$ cat src/whe_pkg.sv
// Shared types, constants and op codes for the weighted histogram engine.
package whe_pkg;

   localparam int MAX_BINS_DEFAULT = 256;
   localparam int CNT_W = 32;
   localparam int STORE_SUM_W = 48;
   localparam int OUT_SUM_W = 57;
   localparam int VAL_W = 32;
   localparam int IDX_W = 9;
   localparam int DIV_W = 41;

   typedef enum logic [2:0] {
      OP_FILL = 3'd0,
      OP_FIND = 3'd1,
      OP_READ = 3'd2,
      OP_INTEGRAL = 3'd3,
      OP_CLEAR = 3'd4
   } op_type;

   typedef enum logic [3:0] {
      ST_CLEAR,
      ST_IDLE,
      ST_DIVIDE,
      ST_LOOKUP,
      ST_READ_WAIT,
      ST_FILL_WRITE,
      ST_SUM_ADDR,
      ST_SUM_ACC,
      ST_DONE
   } state_type;

   typedef enum logic [1:0] {
      REG_LOW = 2'd0,
      REG_HIGH = 2'd1,
      REG_BINS = 2'd2
   } reg_type;

   // divider handshake between sequencer and divide unit
   typedef struct packed {
      logic start;
      logic busy;
      logic done;
   } div_ctl_type;

endpackage

$ cat src/whe_divider.sv
// Restoring unsigned divider, one quotient bit per cycle.
module whe_divider
   import whe_pkg::*;
(
   input  logic             clock,
   input  logic             reset,
   input  logic             start,
   input  logic [DIV_W-1:0] numer,
   input  logic [VAL_W:0]   denom,
   output logic [IDX_W-1:0] quotient,
   output div_ctl_type      ctl
);

   localparam int CNT_BITS = $clog2(DIV_W + 1);

   logic [DIV_W-1:0]    quo_ff, quo_in;
   logic [VAL_W+1:0]    rem_ff, rem_in;
   logic [VAL_W:0]      den_ff, den_in;
   logic [CNT_BITS-1:0] cnt_ff, cnt_in;
   logic                busy_ff, busy_in;
   logic                done_ff, done_in;
   logic [VAL_W+1:0]    trial;

   // one shift and compare-subtract step per cycle
   always_comb begin
      quo_in = quo_ff;
      rem_in = rem_ff;
      den_in = den_ff;
      cnt_in = cnt_ff;
      busy_in = busy_ff;
      done_in = 1'b0;
      trial = {rem_ff[VAL_W:0], quo_ff[DIV_W-1]};
      if (start) begin
         quo_in = numer;
         rem_in = '0;
         den_in = denom;
         cnt_in = CNT_BITS'(DIV_W);
         busy_in = 1'b1;
      end else if (busy_ff) begin
         quo_in = {quo_ff[DIV_W-2:0], 1'b0};
         if (trial >= {1'b0, den_ff}) begin
            rem_in = trial - {1'b0, den_ff};
            quo_in[0] = 1'b1;
         end else begin
            rem_in = trial;
         end
         cnt_in = cnt_ff - 1'b1;
         if (cnt_ff == CNT_BITS'(1)) begin
            busy_in = 1'b0;
            done_in = 1'b1;
         end
      end
   end

   always_ff @(posedge clock) begin
      if (reset) begin
         busy_ff <= 1'b0;
         done_ff <= 1'b0;
         cnt_ff <= '0;
      end else begin
         busy_ff <= busy_in;
         done_ff <= done_in;
         cnt_ff <= cnt_in;
      end
      quo_ff <= quo_in;
      rem_ff <= rem_in;
      den_ff <= den_in;
   end

   // quotient is below n, so the low bits carry it
   assign quotient = quo_ff[IDX_W-1:0];
   assign ctl.start = start;
   assign ctl.busy = busy_ff;
   assign ctl.done = done_ff;

endmodule

$ cat config.mk
export PLATFORM = sky130hd
export DESIGN_NAME = whe_divider
export DESIGN_NICKNAME = d
export VERILOG_FILES = /design/src/whe_pkg.sv /design/src/whe_divider.sv
export SDC_FILE = /design/constraint.sdc
export NUM_CORES = 1
export LEC_CHECK = 0
export BUFFER_PORTS_ARGS = -buffer_cell sky130_fd_sc_hd__buf_4
export CORE_MARGIN = 2
export CORE_UTILIZATION = 35
export CTS_CLUSTER_DIAMETER = 120
export DETAILED_ROUTE_END_ITERATION = 8
export GPL_TIMING_DRIVEN = 0
export SKIP_CTS_REPAIR_TIMING = 1
export SLEW_MARGIN = 0
export SYNTH_ARGS = -nofsm -noshare
export SYNTH_HDL_FRONTEND = slang
export SYNTH_SLANG_ARGS = --single-unit
$ cat constraint.sdc
create_clock -name clock -period 3.7 [get_ports clock]
set_input_delay 0.185 -clock clock [delete_from_list [all_inputs] [get_ports clock]]
set_output_delay 0.185 -clock clock [all_outputs]
set_load 0.01 [all_outputs]
# Yosys cells after proc, flatten, opt, wreduce, memory -nomap -nowiden
# Cells that the tools add are included.
# W data, S select, Z words.
dict set report classes {
  n_addsub 2
  order_cmp 1
  eq_ne 1
  n_mux 10
  n_bitwise 1
  reduce_logical 3
}
# op n
set op_table {}
lappend op_table {{$mux W41} 2}
lappend op_table {{$ge A34 B33 Y1} 1}
lappend op_table {{$mux W33} 1}
lappend op_table {{$sub A33 B33 Y33} 1}
lappend op_table {{$mux W6} 2}
lappend op_table {{$eq A6 B1 Y1 const B} 1}
lappend op_table {{$sub A6 B1 Y6 const B} 1}
lappend op_table {{$mux W1} 5}
lappend op_table {{$reduce_or A3 Y1} 1}
lappend op_table {{$reduce_bool A2 Y1} 1}
lappend op_table {{$reduce_or A2 Y1} 1}
lappend op_table {{$not A1 Y1} 1}
dict set report totals {
  regBits 115
  in_bits 77
  output_inout_bits 12
  word_cells 25
}

# Logic depth before layout (Yosys ltp)
dict set report depth {
  word_depth 4
  ltp_mapped 14
  depth_no_buf 13
}

# Least setup slack after synthesis
# OpenSTA, ideal clock, no wires.
dict set report synth_path {
  kind {reg2reg}
  startpoint {register quo_ff[40]}
  endpoint {register quo_ff[0], data pin}
  setup_ns 0.260
  arrival_ns 2.685
  required_ns 3.440
  path_slack_ns 0.755
  stages_incl_launch_ff 13
  path_buffers 1
  synth_period_minus_slack_ns 2.945
  cell_sequence {edfxtp_1 -> inv_1 -> ha_1 -> inv_1 -> fa_1 -> a21o_1 -> a221o_1 -> a21oi_4 -> o211ai_2 -> o211ai_2 -> nand2_4 -> buf_2 -> mux2_2}
}
dict set report synth_between {
  elab_chain_cells 4
}
# element line
set synth_lines {}
lappend synth_lines {{start: declaration} whe_divider.sv:16} ;# logic [DIV_W-1:0] quo_ff, quo_in;
lappend synth_lines {{start signal: assignment} whe_divider.sv:65} ;# quo_ff <= quo_in;
lappend synth_lines {{$ge A34 B33 Y1} whe_divider.sv:41} ;# if (trial >= {1'b0, den_ff}) begin
lappend synth_lines {{$mux W1} whe_divider.sv:41}
lappend synth_lines {{$mux W41} whe_divider.sv:39} ;# end else if (busy_ff) begin
lappend synth_lines {{$mux W41} whe_divider.sv:33} ;# if (start) begin
lappend synth_lines {{net quo_in[0]} whe_divider.sv:16}
# The timed path passes the listed nets, and every way through them passes these cells. The select of a mux whose other input is x is not followed.
# A chain may end at the register's enable or synchronous reset.

# Final worst setup path
# Same ends and word-level chain as after synthesis.

==> results.cfg <==
[outcome]
status = finished clean

[clocking]
clock_latency_ps = 420
clock_path_buffers = 2
clk_pin_slew_worst_paths_ps = 50
numCtsBuffers = 17
cts_tree = yes
cts_sinks = 115
htree_levels = 4
root_buffer = clkbuf_16

[yosys]
synth_edf_count = 74
yosys.area_share.simple_pct = 11.8
synthArstFlopShare_pct = 0
synth_seq_cells = 115
synthAdderAreaFrac_pct = 6.97
yosysWarningCount = 0
syn_nets = 752
syn_area_um2 = 6570
synth_top_flop_cell = edfxtp_1
muxShareOfSynthArea_pct = 9.62
synth-compound-area-share_pct = 14.8
syn_inst = 639
synthXorXnorAreaFrac_pct = 4.53
synth.avg_cell_area_um2 = 10.3
post_synth_num_cell_types = 56
synth_top_family_by_area = compound AO/OA/AOI/OAI gates
synth_seq_area_share_pct = 46.3

[die]
die_w_um = 141
start_util_pct = 35.4
die_y_um = 141
dieArea_um2 = 19900
io_pins = 89
std_cell_rows = 50
core_um2 = 18600

[detailed_routing]
remaining_drc_errors = 0
wl_met1_um = 6980
wl_per_cell_um = 14.9
antenna_left = 0
via_count = 5099
first_iter_violations = 256
drt-total-wl_um = 15200
drt-pass1-iter-count = 4
via_per_inst = 4.97
topRoutingLayerUsed = met4
met2_length_um = 6870
wl_met3_um = 1190

[timing]
max_freq_ghz = 0.307
max-slew-margin-rel_pct = 34.6
finalSetupViolCount = 0
rsz0062_at_grt = false
maxSlewViolCount = 0
period_needed_ps = 3260
tns_ps = 0
hold_slack_ps = 64.9
setup_ws_ps = 438
finalClockSkew_ps = 13.0
worstMarginPinSlew_ps = 981
timing.final.crit_share_pct = 88.2
final-hold-violation-count = 0

[global_routing]
grt_first_pass_wirelength_um = 25000
grt_usage_pct = 16.0
grt_antenna_before_repair = 0
grt_max_degree = 42
grt_pass1_vias = 5065
gr-total-overflow = 0

[power_and_ir_drop]
p_leak_nw = 3.45
p_total_mw = 4.00
power_switching_mw = 1.14
p_int_mw = 2.86
swShare_pct = 28.6
seqPwrFrac_pct = 39.3
p_per_area_nw_per_um2 = 478
ir_drop_mv = 0.332
power_frac_clock_pct = 36.9
pwr-share-comb_pct = 23.9

[place]
place.gp.congestion = 0.819
dp_slack_ps = 423
portBuffers = 87
dp.cells = 960
placed_area_um2 = 7520
dp.final_hpwl_um = 11000

[layout]
diodes = 0
layout_commonest_cell = buf_4
design_area_um2 = 8370
nFillCells = 1809
final_cell_mix = buf_4 (99), edfxtp_1 (74), nor2_1 (53)
fin_cells = 1025
nets = 891
post-route-util_pct = 45.1
drive_above_1_share_pct = 23.3
area_delta_synth_final_pct = 27.4

[setup_path]
cp.buffers_inverters = 3
worstPathRequired_ps = 3870
start_kind = register
cp_cell_sequence = inv_1 -> ha_1 -> inv_1 -> fa_1 -> a21o_1 -> a221o_1 -> a21oi_4 -> o211ai_2 -> o211ai_2 -> nand2_4 -> buf_2 -> mux2_2
cp_slowest_stage_delay_ps = 400
worst_path_dominant_cell_family = compound AO/OA/AOI/OAI gates
slowest_stage = fa_1
critPathMaxFanout = 10
path_class = register to register
worst_ep_arrival_time_ps = 3430
crit_path_end_kind = register

[job]
cap_violations = 0

[min_path]
holdCritPathClass = input port to register
==> state kept, by name (all words and copies together), names as in the netlist <==
signal / flops
cnt_ff: 6
den_ff: 33
rem_ff: 33
done_ff: 1
quo_ff: 41
busy_ff: 1
==> layer usage <==
layer  vias up  global-route usage (%)
met5         -                       0
met1      2380                    19.5
li1       2588                       -
met4         0                    5.63
met3        16                    7.13
met2       115                    25.1
==> cell usage after synthesis, drive strengths merged, types with 9 or more instances <==
cell type / instances / share of area (%)
xor2: 13 / 1.7
inv: 42 / 2.4
edfxtp: 74 / 34
a21oi: 47 / 3.8
nand2: 37 / 2.2
nor2: 53 / 3.0
o21ai: 31 / 2.4
a211oi: 22 / 2.5
ha: 35 / 6.7
mux2i: 17 / 2.6
nand3: 20 / 1.5
clkbuf: 21 / 1.2
a21o: 12 / 1.4
nor3: 9 / 0.69
dfxtp: 41 / 12
buf: 24 / 2.4
mux2: 41 / 7.0
xnor2: 21 / 2.8
==> worst paths after layout <==
path              startpoint    endpoint  slack [ps]  cells after the start
hold / removal     numer[25]  quo_ff[25]          60                      2
setup reg to reg  quo_ff[40]   quo_ff[0]         440                     12
hold reg to reg    rem_ff[4]   rem_ff[4]         500                      2
setup / recovery  quo_ff[40]   quo_ff[0]         440                     12
==> power groups by stage <==
| stage | Clock, mW | Combinational (mW) | Sequential (mW) |
|---|---|---|---|
| 6_report | 1.48 | 0.956 | 1.57 |
| 5_1_grt | 1.58 | 1.07 | 1.59 |
| 4_1_cts | 1.52 | 0.931 | 1.57 |
| 3_5_place_dp | 0 | 0.926 | 1.59 |
| 3_3_place_gp | 0 | 0.923 | 1.59 |
| 2_1_floorplan | 0 | 0.686 | 1.57 |
==> cells by family (layout without fill, tap and decap cells) <==
group	count (synthesis)	count (layout)
DFF	115	115
xor gates and xnor gates	34	34
buffers and inverters	87	239
AOI/OAI and AO/OA	148	148
adders and majority gates	36	36
muxes	58	58
and+or+nand+nor	161	161
==> cell type report <==
class	count	area [µm²]	area share [%]
multi-input cells	437	3130	37.4
well taps	234	293	3.50
repair buffers	120	983	11.7
plain buffers	45	238	2.84
inverters	42	158	1.88
clock buffers	19	433	5.17
clock inverters	13	93.8	1.12
flip-flops and latches	115	3040	36.3
Power figures use the tool's default switching activity.
